===== config.mk =====
export PLATFORM = sky130hd
export DESIGN_NAME = precharge_latch_arm_sequencer
export DESIGN_NICKNAME = d
export VERILOG_FILES = /design/src/hw/rtl/plas_pkg.sv /design/src/hw/rtl/plas_cfg_regs.sv /design/src/hw/rtl/plas_core.sv /design/src/hw/rtl/precharge_latch_arm_sequencer.sv
export SDC_FILE = /design/constraint.sdc
export NUM_CORES = 1
export LEC_CHECK = 0
export BUFFER_PORTS_ARGS = -buffer_cell sky130_fd_sc_hd__buf_2
export CORE_MARGIN = 3
export CORE_UTILIZATION = 60
export CTS_CLUSTER_SIZE = 28
export DETAILED_ROUTE_END_ITERATION = 10
export PLACE_DENSITY = 0.85
export SYNTH_ARGS = -nofsm -noshare
export SYNTH_HDL_FRONTEND = slang
export SYNTH_SLANG_ARGS = --single-unit

===== constraint.sdc =====
create_clock -name clk -period 16.8 [get_ports clk]
set_input_delay 0.84 -clock clk [delete_from_list [all_inputs] [get_ports clk]]
set_output_delay 0.84 -clock clk [all_outputs]
set_load 0.005 [all_outputs]

===== src/hw/rtl/plas_pkg.sv =====
`default_nettype none

package plas_pkg;

	// register values are 16 bits at most
	localparam int unsigned CFG_DATA_W = 16;
	localparam int unsigned CFG_IDX_W  = 3;

	// configuration register indexes
	localparam logic [CFG_IDX_W-1:0] CFG_PRECHARGE_MS  = 3'd0;
	localparam logic [CFG_IDX_W-1:0] CFG_PULSE_LEN     = 3'd1;
	localparam logic [CFG_IDX_W-1:0] CFG_OVERLAP_MS    = 3'd2;
	localparam logic [CFG_IDX_W-1:0] CFG_AUTO_DELAY_MS = 3'd3;
	localparam logic [CFG_IDX_W-1:0] CFG_AUTO_ENABLE   = 3'd4;

	// reset values of the registers
	localparam logic [CFG_DATA_W-1:0] RST_PRECHARGE_MS  = 16'd1000;
	localparam logic [CFG_DATA_W-1:0] RST_PULSE_LEN     = 16'd50;
	localparam logic [CFG_DATA_W-1:0] RST_OVERLAP_MS    = 16'd250;
	localparam logic [CFG_DATA_W-1:0] RST_AUTO_DELAY_MS = 16'd3000;

	typedef struct packed {
		logic [CFG_DATA_W-1:0] precharge_ms;
		logic [CFG_DATA_W-1:0] pulse_len;
		logic [CFG_DATA_W-1:0] overlap_ms;
		logic [CFG_DATA_W-1:0] arm_delay;
		logic                  auto_arm_enable;
	} cfg_t;

	typedef enum logic [1:0] {
		MODE_TICK    = 2'd0,
		MODE_ARM     = 2'd1,
		MODE_PRE_ON  = 2'd2,
		MODE_PRE_OFF = 2'd3
	} mode_t;

	typedef enum logic [4:0] {
		PH_OFF     = 5'b00001,
		PH_PRE     = 5'b00010,
		PH_PULSE   = 5'b00100,
		PH_OVERLAP = 5'b01000,
		PH_ON      = 5'b10000
	} phase_t;

	// phase codes as seen on the result
	localparam logic [2:0] PHC_OFF     = 3'd0;
	localparam logic [2:0] PHC_PRE     = 3'd1;
	localparam logic [2:0] PHC_PULSE   = 3'd2;
	localparam logic [2:0] PHC_OVERLAP = 3'd3;
	localparam logic [2:0] PHC_ON      = 3'd4;

	typedef enum logic [2:0] {
		EV_NONE         = 3'd0,
		EV_ARM_STARTED  = 3'd1,
		EV_ARM_BUSY     = 3'd2,
		EV_ARM_KILL     = 3'd3,
		EV_ABORT_KILL   = 3'd4,
		EV_LATCHED      = 3'd5,
		EV_KILL_ASSERT  = 3'd6,
		EV_KILL_RELEASE = 3'd7
	} ev_t;

	typedef struct packed {
		logic       precharge;
		logic       latch_set;
		logic [2:0] phase;
		ev_t        ev;
	} res_t;

	function automatic logic [2:0] phase_code(input phase_t ph);
		logic [2:0] c;
		unique case (ph)
			PH_OFF:     c = PHC_OFF;
			PH_PRE:     c = PHC_PRE;
			PH_PULSE:   c = PHC_PULSE;
			PH_OVERLAP: c = PHC_OVERLAP;
			PH_ON:      c = PHC_ON;
			default:    c = PHC_OFF;
		endcase
		return c;
	endfunction

endpackage

`default_nettype wire


===== src/hw/rtl/plas_cfg_regs.sv =====
`default_nettype none

module plas_cfg_regs (
	input  wire logic                            clk,
	input  wire logic                            arst_n,
	input  wire logic                            cfg_wr_en,
	input  wire logic [plas_pkg::CFG_IDX_W-1:0]  cfg_index,
	input  wire logic [plas_pkg::CFG_DATA_W-1:0] cfg_wr_data,
	output plas_pkg::cfg_t                       cfg
);
	import plas_pkg::*;

	cfg_t cfg_q;

	always_ff @(posedge clk or negedge arst_n) begin
		if (!arst_n) begin
			cfg_q.precharge_ms    <= RST_PRECHARGE_MS;
			cfg_q.pulse_len       <= RST_PULSE_LEN;
			cfg_q.overlap_ms      <= RST_OVERLAP_MS;
			cfg_q.arm_delay       <= RST_AUTO_DELAY_MS;
			cfg_q.auto_arm_enable <= 1'b1;
		end else if (cfg_wr_en) begin
			unique case (cfg_index)
				CFG_PRECHARGE_MS:  cfg_q.precharge_ms    <= cfg_wr_data;
				CFG_PULSE_LEN:     cfg_q.pulse_len       <= cfg_wr_data;
				CFG_OVERLAP_MS:    cfg_q.overlap_ms      <= cfg_wr_data;
				CFG_AUTO_DELAY_MS: cfg_q.arm_delay       <= cfg_wr_data;
				CFG_AUTO_ENABLE:   cfg_q.auto_arm_enable <= cfg_wr_data[0];
				default: ; // unmapped index, write dropped
			endcase
		end
	end

	assign cfg = cfg_q;

endmodule

`default_nettype wire


===== src/hw/rtl/plas_core.sv =====
`default_nettype none

module plas_core #(
	parameter int unsigned TIMER_WIDTH = 16
) (
	input  wire logic     clk,
	input  wire logic     arst_n,
	input  wire logic     step_en,
	input  wire plas_pkg::mode_t mode,
	input  wire logic     kill,
	input  wire plas_pkg::cfg_t  cfg,
	output plas_pkg::res_t  res
);
	import plas_pkg::*;

	localparam int unsigned CMP_W = (TIMER_WIDTH > CFG_DATA_W) ? TIMER_WIDTH : CFG_DATA_W;

	phase_t                 phase_q, ph_n;
	logic [TIMER_WIDTH-1:0] elapsed_q, el_n;
	logic [TIMER_WIDTH-1:0] uptime_q, up_n;
	logic                   kill_seen_q;
	logic                   auto_wait_q, aw_n;
	logic                   pre_q, pre_n;
	logic                   latch_q, lat_n;
	ev_t                    kev, ev, ev_out;

	function automatic logic [TIMER_WIDTH-1:0] sat_inc(input logic [TIMER_WIDTH-1:0] v);
		return (&v) ? v : v + 1'b1;
	endfunction

	always_comb begin
		ph_n  = phase_q;
		el_n  = elapsed_q;
		up_n  = uptime_q;
		aw_n  = auto_wait_q;
		pre_n = pre_q;
		lat_n = latch_q;
		kev   = EV_NONE;
		ev    = EV_NONE;

		// kill edge handling comes first
		if (kill != kill_seen_q) begin
			if (kill) begin
				if (phase_q == PH_PRE || phase_q == PH_PULSE || phase_q == PH_OVERLAP) begin
					pre_n = 1'b0;
					lat_n = 1'b0;
					ph_n  = PH_OFF;
					el_n  = '0;
					kev   = EV_ABORT_KILL;
				end else begin
					kev = EV_KILL_ASSERT;
				end
			end else if (phase_q == PH_ON) begin
				kev = EV_KILL_RELEASE;
			end
		end

		unique case (mode)
			MODE_TICK: begin
				up_n = sat_inc(uptime_q);
				el_n = sat_inc(el_n);
				unique case (ph_n)
					PH_PRE: begin
						if (kill) begin
							pre_n = 1'b0;
							lat_n = 1'b0;
							ph_n  = PH_OFF;
							el_n  = '0;
							ev    = EV_ABORT_KILL;
						end else if (CMP_W'(el_n) >= CMP_W'(cfg.precharge_ms)) begin
							lat_n = 1'b1;
							ph_n  = PH_PULSE;
							el_n  = '0;
						end
					end
					PH_PULSE: begin
						if (CMP_W'(el_n) >= CMP_W'(cfg.pulse_len)) begin
							lat_n = 1'b0;
							ph_n  = PH_OVERLAP;
							el_n  = '0;
						end
					end
					PH_OVERLAP: begin
						if (CMP_W'(el_n) >= CMP_W'(cfg.overlap_ms)) begin
							pre_n = 1'b0;
							ph_n  = PH_ON;
							el_n  = '0;
							ev    = EV_LATCHED;
						end
					end
					default: ;
				endcase
				// one-shot auto arm, phase off and kill clear so it always starts
				if (cfg.auto_arm_enable && auto_wait_q && !kill && ph_n == PH_OFF &&
				    CMP_W'(up_n) >= CMP_W'(cfg.arm_delay)) begin
					aw_n  = 1'b0;
					pre_n = 1'b1;
					ph_n  = PH_PRE;
					el_n  = '0;
					ev    = EV_ARM_STARTED;
				end
			end
			MODE_ARM: begin
				aw_n = 1'b0;
				if (ph_n != PH_OFF) begin
					ev = EV_ARM_BUSY;
				end else if (kill) begin
					ev = EV_ARM_KILL;
				end else begin
					pre_n = 1'b1;
					ph_n  = PH_PRE;
					el_n  = '0;
					ev    = EV_ARM_STARTED;
				end
			end
			MODE_PRE_ON:  pre_n = 1'b1;
			MODE_PRE_OFF: pre_n = 1'b0;
			default: ;
		endcase

		// an abort always wins, otherwise the item's own event replaces a kill edge
		ev_out = (kev == EV_ABORT_KILL || ev == EV_NONE) ? kev : ev;
	end

	always_ff @(posedge clk or negedge arst_n) begin
		if (!arst_n) begin
			phase_q     <= PH_OFF;
			elapsed_q   <= '0;
			uptime_q    <= '0;
			kill_seen_q <= 1'b0;
			auto_wait_q <= 1'b1;
			pre_q       <= 1'b0;
			latch_q     <= 1'b0;
		end else if (step_en) begin
			phase_q     <= ph_n;
			elapsed_q   <= el_n;
			uptime_q    <= up_n;
			kill_seen_q <= kill;
			auto_wait_q <= aw_n;
			pre_q       <= pre_n;
			latch_q     <= lat_n;
		end
	end

	assign res.precharge = pre_n;
	assign res.latch_set = lat_n;
	assign res.phase     = phase_code(ph_n);
	assign res.ev        = ev_out;

`ifndef ASSERT_OFF
	// latch drive is high exactly during the latch pulse
	a_latch_phase: assert property (@(posedge clk) disable iff (!arst_n)
		latch_q == (phase_q == PH_PULSE))
		else $error("latch drive out of step with phase");

	// a running sequence never coexists with a seen kill
	a_no_kill_run: assert property (@(posedge clk) disable iff (!arst_n)
		(phase_q == PH_PRE || phase_q == PH_PULSE || phase_q == PH_OVERLAP) |-> !kill_seen_q)
		else $error("sequence running with kill asserted");

	// auto arm is one-shot: once cleared it never comes back
	a_auto_once: assert property (@(posedge clk) disable iff (!arst_n)
		!auto_wait_q |=> !auto_wait_q)
		else $error("auto arm re-armed");

	// uptime only advances on a tick
	a_uptime_tick: assert property (@(posedge clk) disable iff (!arst_n)
		(uptime_q != $past(uptime_q)) |-> ($past(step_en) && $past(mode) == MODE_TICK))
		else $error("uptime moved without a tick");
`endif

endmodule

`default_nettype wire


===== src/hw/rtl/precharge_latch_arm_sequencer.sv =====
`default_nettype none

// channel  | direction | handshake          | payload
// ---------+-----------+--------------------+------------------------------------------------
// in       | input     | in_valid/in_stall  | mode[1:0], kill_level
// out      | output    | out_valid/out_stall| precharge_drive, latch_set_drive, phase_now[2:0],
//          |           |                    | event_res[2:0]
// cfg      | input     | cfg_wr_en          | cfg_index[2:0], cfg_wr_data[15:0]
//
// one transaction in, one transaction out; a new input transaction can be taken
// every cycle while the result register is not stalled, through the input register,
// then the state update in plas_core, which is the loop that sets the rate, and the result register
// arst_n puts the core in the off phase with both drives low, auto arm pending,
// and the registers at their default timings
// out_stall only holds the result register; the input register keeps taking
// transactions while it is empty or drains into the result register
module precharge_latch_arm_sequencer #(
	parameter int unsigned TIMER_WIDTH = 16
) (
	input  wire logic                            clk,
	input  wire logic                            arst_n,
	// input channel
	input  wire logic                            in_valid,
	output      logic                            in_stall,
	input  wire logic [1:0]                      mode,
	input  wire logic                            kill_level,
	// result channel
	output      logic                            out_valid,
	input  wire logic                            out_stall,
	output      logic                            precharge_drive,
	output      logic                            latch_set_drive,
	output      logic [2:0]                      phase_now,
	output      logic [2:0]                      event_res,
	// configuration write port
	input  wire logic                            cfg_wr_en,
	input  wire logic [plas_pkg::CFG_IDX_W-1:0]  cfg_index,
	input  wire logic [plas_pkg::CFG_DATA_W-1:0] cfg_wr_data
);
	import plas_pkg::*;

	cfg_t       cfg;
	res_t       res;
	res_t       res_q;
	logic       valid_s1;
	logic [1:0] mode_s1;
	logic       kill_s1;
	logic       out_valid_q;
	logic       advance;
	logic       step_en;

	// result register is empty or drains this cycle
	assign advance  = !out_valid_q || !out_stall;
	assign in_stall = valid_s1 && !advance;
	assign step_en  = valid_s1 && advance;

	plas_cfg_regs u_cfg (
		.clk         (clk),
		.arst_n      (arst_n),
		.cfg_wr_en   (cfg_wr_en),
		.cfg_index   (cfg_index),
		.cfg_wr_data (cfg_wr_data),
		.cfg         (cfg)
	);

	// input register stage
	always_ff @(posedge clk or negedge arst_n) begin
		if (!arst_n) begin
			valid_s1 <= 1'b0;
		end else if (!in_stall) begin
			valid_s1 <= in_valid;
		end
	end

	always_ff @(posedge clk) begin
		if (in_valid && !in_stall) begin
			mode_s1 <= mode;
			kill_s1 <= kill_level;
		end
	end

	// state update and next result, one transaction per cycle while the result register is not stalled
	plas_core #(
		.TIMER_WIDTH (TIMER_WIDTH)
	) u_core (
		.clk     (clk),
		.arst_n  (arst_n),
		.step_en (step_en),
		.mode    (mode_t'(mode_s1)),
		.kill    (kill_s1),
		.cfg     (cfg),
		.res     (res)
	);

	// result register
	always_ff @(posedge clk or negedge arst_n) begin
		if (!arst_n) begin
			out_valid_q <= 1'b0;
		end else if (advance) begin
			out_valid_q <= valid_s1;
		end
	end

	always_ff @(posedge clk) begin
		if (step_en) begin
			res_q <= res;
		end
	end

	assign out_valid       = out_valid_q;
	assign precharge_drive = res_q.precharge;
	assign latch_set_drive = res_q.latch_set;
	assign phase_now       = res_q.phase;
	assign event_res       = res_q.ev;

endmodule

`default_nettype wire


==> summary.md, run 1 <==
| Metric | Value |
|---|---|
| CTS Hold Bufs | 0 |
| Slew @ Worst Pin | 1.335 ns |
| Row count | 39 |
| Setup violators final | 0 |
| Area leader, netlist | dfrtp_1 |
| First-pass GRT wire length | 30.13 mm |
| Fmax | 159.0 MHz |
| Setup bufs post-CTS | 0 |
| Starting DRT DRC Count | 489 |
| CTS H-Tree Depth | 4 |
| Synth async-reset ratio | 90.76% |
| Top area cells in the synthesized netlist | dfrtp_1 (28%), ha_1 (11%), dfstp_2 (8.9%) |
| Clock Tree Root | clkbuf_16 |
| HPWL Detailed | 12.85 mm |
| Hold WS | 0.3873 ns |
| Crit Path Max Fanout | 21 |
| Initial Utilization | 62.86% |
| Die area | 13640 um^2 |
| Slew HR | 10.15% |
| # fillers | 846 |
| CTS tree | yes |
| Seq/Total Area, Yosys | 41.62% |
| Average wire per standard cell | 18.14 um |
| Worst VDD drop | 0.09932 mV |
| Synth Net Count | 883 |
| Area fraction of the dominant cell type after synthesis | 28.21% |
| Bufs on Longest Clock Path | 2 |
| Vias | 6052 |
| IO buf count | 36 |
| I/O pins | 37 |
| CTS sink cnt | 119 |
| ANT cells | 0 |
| Clock transition at path regs | 0.05 ns |
| Setup WS pre-CTS | 10.62 ns |
| Setup TNS after final layout | 0 ns |
| Crit. End Element | flip-flop |
| Core area | 11710 um^2 |
| Post-synth EDFFs | 11 |
| Die height | 116.8 um |
| Most frequent cells in the layout | nand2_1 (125), dfrtp_1 (83), inv_1 (72), ha_1 (66), o21ai_0 (65) |
| Placed Cells incl. Taps | 948 |
| CTS Buf Count | 17 |
| Final Hold Vio Count | 0 |
| Library cells used by synthesis | 76 |
| Top_reg_cell synth | dfrtp_1 |
| Skew-Pair Late Insertion Delay | 0.43 ns |
| Post-route ant nets | 0 |
| Grt ovf | 0 |
| Nets | 917 |
| Crit path time final | 6.291 ns |
| # resized after CTS | 0 |
| DRC viols | 0 |
| Die W | 116.8 um |
| Max-cap viol count | 0 |
| Mapped Area | 7362 um^2 |
| RSZ-0062 raised after global routing | false |
| Overall Power | 1039 uW |
| Most common cell after layout, fill and taps aside | nand2_1 |
| Leakage | 0.003827 uW |
| Syn Inst Count | 790 |
| Synth-to-Final Area Change | 11.78% |
| Hold WC Path Type | in -> async |
| Setup CP Type | reg -> reg |
| Initial antenna violation count | 0 |
| Largest net degree at the start of global routing | 71 |
| Slew Limit Fails | 0 |
| RD Place Congestion | 0.9207 |
| Final worst slack | 10.51 ns |
| Layout Skew | 0.008225 ns |
| DRT Pass-1 Iters | 5 |
| Power per Cell Area | 126.2 nW/um^2 |
| Crit path required time | 17.14 ns |
| Critical path arrival | 6.63 ns |
| Vias per inst | 6.176 |
| Post-synthesis average cell area | 9.319 um^2 |
| Final Cycle Share | 37.45% |
| Post-Route WL | 17.78 mm |
| GRT Overall Usage | 28.41% |
| Synth warnings | 0 |
| Register bit total from synthesis | 119 |
| Status | complete, no violations |
| Fraction of layout cells with a size suffix above 1 | 17.20% |
| Vias in the first global route | 6281 |
| Post-Layout Cell Count | 980 |
| Crit path launch type | flip-flop |
[cells in the mapped netlist, types with 3 or more instances]
library cell and instances:
nand2_1 125, dfrtp_1 83, inv_1 72, ha_1 66
o21ai_0 65, nor2_1 45, a21oi_1 32, dfstp_2 25
mux2_2 25, nand3_1 23, clkbuf_1 21, xnor2_1 20
nand4_1 19, xor2_1 13, edfxtp_1 11, a22o_1 10
a31oi_1 8, and3_1 8, and4_1 7, a211oi_1 6
nor3_1 6, a21o_1 5, nand2b_1 5, and2_1 4
clkbuf_8 4, nor2b_1 4, o21a_1 4, o22ai_1 4
o31ai_1 4, nor4_1 3, nor4b_1 3, o2111ai_1 3
or2_2 3
[metal layers]
metal  vias to the layer above  wire length [um]  track usage, %
met5                         -                 0               0
met4                         0               338           10.40
met3                        35              1054           6.581
met2                       215              8740           47.02
met1                      2951              7642           36.66
li1                       2851                 -               -
[layout make-up]
| class | instances | area, um^2 | share of cell area, % |
|---|---|---|---|
| Clock buffer | 25 | 508.0 | 6.173 |
| Sequential cell | 119 | 3064 | 37.24 |
| Clock inverter | 7 | 111.4 | 1.353 |
| Inverter | 73 | 274.0 | 3.330 |
| Timing Repair Buffer | 43 | 235.2 | 2.858 |
| Multi-Input combinational cell | 570 | 3857 | 46.88 |
| Tap cell | 143 | 178.9 | 2.174 |
[worst paths after layout]
kind | slack [ns] | cells after the start | startpoint | to
max in group asynchronous | 15.15 | 2 | arst_n | u_cfg.cfg[15]$_DFFE_PN0P_
worst max register to register | 10.51 | 22 | u_core.phase_q[3]$_DFFE_PN0P_ | u_core.elapsed_q[10]$_DFFE_PN0P_
worst max-delay path | 10.51 | 22 | u_core.phase_q[3]$_DFFE_PN0P_ | u_core.elapsed_q[10]$_DFFE_PN0P_
min in group clk | 0.47 | 1 | u_core.auto_wait_q$_DFFE_PN1P_ | u_core.auto_wait_q$_DFFE_PN1P_
worst min register to register | 0.47 | 1 | u_core.auto_wait_q$_DFFE_PN1P_ | u_core.auto_wait_q$_DFFE_PN1P_
worst min-delay path | 0.39 | 1 | arst_n | u_cfg.cfg[19]$_DFFE_PN0P_
[critical path: stages, from the launching register on]
cell and delay, ns:
dfrtp_1 0.50, o21ai_0 0.29, o2111ai_1 0.17, buf_4 0.24, and2_1 0.21, ha_1 0.26, and4_1 0.23, nand3_1 0.28
and3_1 0.29, nor2b_1 0.35, nand3_1 0.15, a21oi_1 0.34, ha_1 0.22, nand4_1 0.14, nor3_2 0.23, or4b_4 0.50
and3_4 0.21, a2bb2oi_1 0.15, o2111ai_2 0.31, nor3b_4 0.12, nor3_4 0.54, nand2_1 0.24, o22ai_1 0.21
[through the flow]
stage,area [um^2],util [%]
after floorplan,7362,-
after global placement,7610,64.98
after detailed placement,7610,64.98
after CTS,8229,70.27
after global routing,8229,70.27
final,8229,70.27
[state kept, by name, indices dropped and copies added (netlist names), 2 cells and up]
name and count:
event_res 3, phase_now 3, u_core.elapsed_q 16, u_cfg.cfg 65
u_core.uptime_q 16, u_core.phase_q 5, mode_s1 2
[kinds of logic (layout without fill, tap and decap cells)]
logic type      Yosys count  count (layout)  synth area share [%]
buf+inv                 101             148                 5.982
compound gates          175             175                 15.41
xor+xnor                 33              33                 3.926
mux                      25              25                 3.824
simple gates            271             271                 18.02
flops                   119             119                 41.62
fa+ha+maj                66              66                 11.22
[report_power, final]
| part | switching [uW] | internal, uW |
|---|---|---|
| combinational | 161 | 108 |
| sequential | 36.3 | 350 |
| clock | 130 | 254 |
| total | 327 | 712 |
Power figures use the tool's default switching activity.
==> run 2, diff against run 1 <==
- ABC_AREA: not set -> 1
- CORE_UTILIZATION: 60 -> 56
- PLACE_DENSITY: 0.85 -> 0.84
- clock period: 16.8 -> 5.65 ns (I/O delays scaled with it)
==> run 2 against run 1 <==
  * Non-clock buffer count shrank 3
  * Worst hold slack lost 0.36 ns
  * Global-route usage shrank 2.8 points
  * First-iteration DRC count grew 15%
  * Die area grew 11%
  * Sequential cell count is the same
  * Sequential power grew to 2.9 times the previous value
  * Final cell count grew 27%
  * Critical path type unchanged
  * Largest cell class unchanged
  * Largest power group unchanged
==> summary.md, run 2 <==
| Metric | Value |
|---|---|
| WHS Endpoint | mode_s1[1]$_DFFE_PP_ |
| Worst VDD drop | 0.2596 mV (+160%) |
| Crit path launch type | flip-flop |
| HP Start | mode[1] |
| Bufs on Longest Clock Path | 2 (unchanged) |
| Clock Tree Root | clkbuf_16 |
| Overall Power | 2931 uW (+180%) |
| Status | complete, no violations |
| Largest register FFs | 65 (unchanged) |
| Vias per inst | 5.352 (-13%) |
| Top_reg_cell synth | dfrtp_1 |
| Post-synth EDFFs | 11 (unchanged) |
| # fillers | 1102 (+30%) |
| Vias | 6663 (+10%) |
| Hold WC Path Type | in -> reg |
| GRT Overall Usage | 25.60% (-2.8 points) |
| Crit. End Element | flip-flop |
| Slew @ Worst Pin | 1.155 ns (-0.1807 ns) |
| Vias in the first global route | 6535 (+4.0%) |
| Slew Limit Fails | 0 (unchanged) |
| Mapped Area | 7650 um^2 (+3.9%) |
| Initial Utilization | 57.54% (-5.3 points) |
| DRT Pass-1 Iters | 5 (unchanged) |
| Skew-Pair Late Insertion Delay | 0.43 ns (about the same) |
| Crit path time final | 5.045 ns (-1.245 ns) |
| Final Hold Vio Count | 0 (unchanged) |
| Final Cycle Share | 89.30% (+52 points) |
| Hold depth | 1 |
| Die height | 122.9 um (+5.2%) |
| Synth warnings | 0 (unchanged) |
| Layout Skew | 0.01126 ns (+0.003033 ns) |
| Syn Inst Count | 1019 (+29%) |
| Reg2Reg Launch Point | u_core.phase_q[0]$_DFFE_PN1P_ |
| First-pass GRT wire length | 30.46 mm (+1.1%) |
| Setup bufs post-CTS | 0 (unchanged) |
| Die area | 15100 um^2 (+11%) |
| Average wire per standard cell | 14.29 um (-21%) |
| I/O pins | 37 (unchanged) |
| CTS tree | yes |
| Final Util | 64.37% (-5.9 points) |
| Core area | 13300 um^2 (+14%) |
| Setup violators final | 0 (unchanged) |
| Fmax | 198.2 MHz (+25%) |
| Final worst slack | 0.6045 ns (-9.905 ns) |
| CTS H-Tree Depth | 4 (unchanged) |
| Slowest CP cell | dfstp_2 |
| Row count | 42 (+7.7%) |
| Setup CP Type | reg -> reg |
| Grt ovf | 0 (unchanged) |
| Top area cells in the synthesized netlist | dfrtp_1 (27%), nand2_1 (14%), ha_1 (11%) |
| Initial antenna violation count | 0 (unchanged) |
| R2r setup slk | 0.60 ns (-9.90 ns) |
| IO buf count | 36 (unchanged) |
| Slew HR | 22.80% (+13 points) |
| Post-synthesis average cell area | 7.507 um^2 (-19%) |
| Most frequent cell after synthesis | nand2_1 |
| Crit path largest cell delay | 0.54 ns (about the same) |
| Most frequent cells in the layout | nand2_1 (295), inv_1 (165), o21ai_0 (100), dfrtp_1 (83), ha_1 (66) |
| Seq/Total Area, Yosys | 40.06% (-1.6 points) |
| Leakage | 0.004500 uW (+18%) |
| HPWL Detailed | 13.05 mm (+1.6%) |
| Nets | 1149 (+25%) |
| Synth top cells by count | nand2_1 (295), inv_1 (165), o21ai_0 (100) |
| RD Place Congestion | 0.9264 (+0.62%) |
| DRC viols | 0 (unchanged) |
| Largest net degree at the start of global routing | 57 (-20%) |
| Crit path required time | 5.83 ns (-11.31 ns) |
| Reg2reg path depth | 30 (+36%) |
| Most common cell after layout, fill and taps aside | nand2_1 |
| Synth-to-Final Area Change | 11.87% (about the same) |
| Register bit total from synthesis | 119 (unchanged) |
| CTS sink cnt | 119 (unchanged) |
| Max-cap viol count | 0 (unchanged) |
| Post-Route WL | 17.79 mm (about the same) |
| Synth async-reset ratio | 90.76% (unchanged) |
| Power per Cell Area | 342.5 nW/um^2 (+170%) |
| Library cells used by synthesis | 43 (-43%) |
| Die W | 122.9 um (+5.2%) |
| Reg2reg end | phase_now[0]$_DFFE_PP_ |
| Critical path arrival | 5.22 ns (-1.41 ns) |
| Area leader, netlist | dfrtp_1 |
| Area fraction of the dominant cell type after synthesis | 27.15% (-1.1 points) |
| Starting DRT DRC Count | 561 (+15%) |
| CTS Buf Count | 17 (unchanged) |
| Crit Path Max Fanout | 32 (+52%) |
| Fraction of layout cells with a size suffix above 1 | 11.97% (-5.2 points) |
| ANT cells | 0 (unchanged) |
| # resized after CTS | 0 (unchanged) |
| Post-route ant nets | 0 (unchanged) |
| RSZ-0062 raised after global routing | false |
| CTS Hold Bufs | 1 (+1) |
| Crit-path most repeated cell | nand2_1 |
| Setup WS pre-CTS | 0.7025 ns (-9.914 ns) |
| Hold WS | 0.03047 ns (-0.3568 ns) |
| Setup TNS after final layout | 0 ns (unchanged) |
| Synth Net Count | 1112 (+26%) |
| Clock transition at path regs | 0.06 ns (about the same) |
==> run 2: per-layer routing <==
metal | wire length (um) | GRT usage (%) | up-vias
met3 | 788 | 5.115 | 33
li1 | - | - | 3330
met2 | 8527 | 42.13 | 172
met1 | 8067 | 33.25 | 3128
met4 | 405 | 10.01 | 0
met5 | 0 | 0 | -
==> run 2: final cells by class <==
| type | instances | area (um^2) | area share (%) |
|---|---|---|---|
| well taps | 176 | 220.2 | 2.573 |
| multi-input cells | 705 | 3826 | 44.71 |
| repair buffers | 40 | 215.2 | 2.515 |
| flip-flops and latches | 119 | 3064 | 35.80 |
| clock buffers | 18 | 429.2 | 5.015 |
| inverters | 173 | 649.4 | 7.588 |
| clock inverters | 14 | 153.9 | 1.798 |
==> run 2: worst max-delay path by stage <==
stage	start	slack, ns	end
final	u_core.phase_q[0]$_DFFE_PN1P_	0.60	phase_now[0]$_DFFE_PP_
after global routing	u_core.phase_q[0]$_DFFE_PN1P_	0.07	u_core.elapsed_q[4]$_DFFE_PN0P_
after CTS	u_core.phase_q[0]$_DFFE_PN1P_	0.67	phase_now[0]$_DFFE_PP_
after detailed placement	u_core.phase_q[0]$_DFFE_PN1P_	0.70	phase_now[0]$_DFFE_PP_
after global placement	u_core.phase_q[0]$_DFFE_PN1P_	0.82	phase_now[0]$_DFFE_PP_
after floorplan	u_core.phase_q[0]$_DFFE_PN1P_	1.52	phase_now[0]$_DFFE_PP_
==> run 2: worst max-delay path: cells and delay by family, from the launching register on <==
kind | cells | cell delay (ns)
compound gates | 2 | 0.57
buf+inv | 3 | 0.38
simple gates | 23 | 2.76
fa+ha+maj | 2 | 0.53
flops | 1 | 0.54
==> run 2: power by group <==
part	total (uW)	internal [uW]	switching, uW
sequential	1110	1030	85.2
combinational	748	270	478
clock	1070	651	421
total	2930	1950	985
==> run 2: kinds of logic (layout without fill, tap and decap cells) <==
| family | count (synthesis) | after routing | share of synthesized area [%] |
|---|---|---|---|
| AO/OA/AOI/OAI | 169 | 169 | 11.71 |
| XOR/XNOR | 19 | 19 | 2.175 |
| adder cells (fa/ha/maj) | 66 | 66 | 10.79 |
| buffers and inverters | 195 | 245 | 9.928 |
| flip-flops | 119 | 119 | 40.06 |
| AND/OR/NAND/NOR | 451 | 451 | 25.34 |
==> run 2: metrics by stage <==
step | cells | area, um^2
floorplan | 1019 | 7650
global placement | 1212 | 7965
detailed placement | 1212 | 7965
CTS | 1245 | 8558
global route | 1245 | 8558
finish | 1245 | 8558
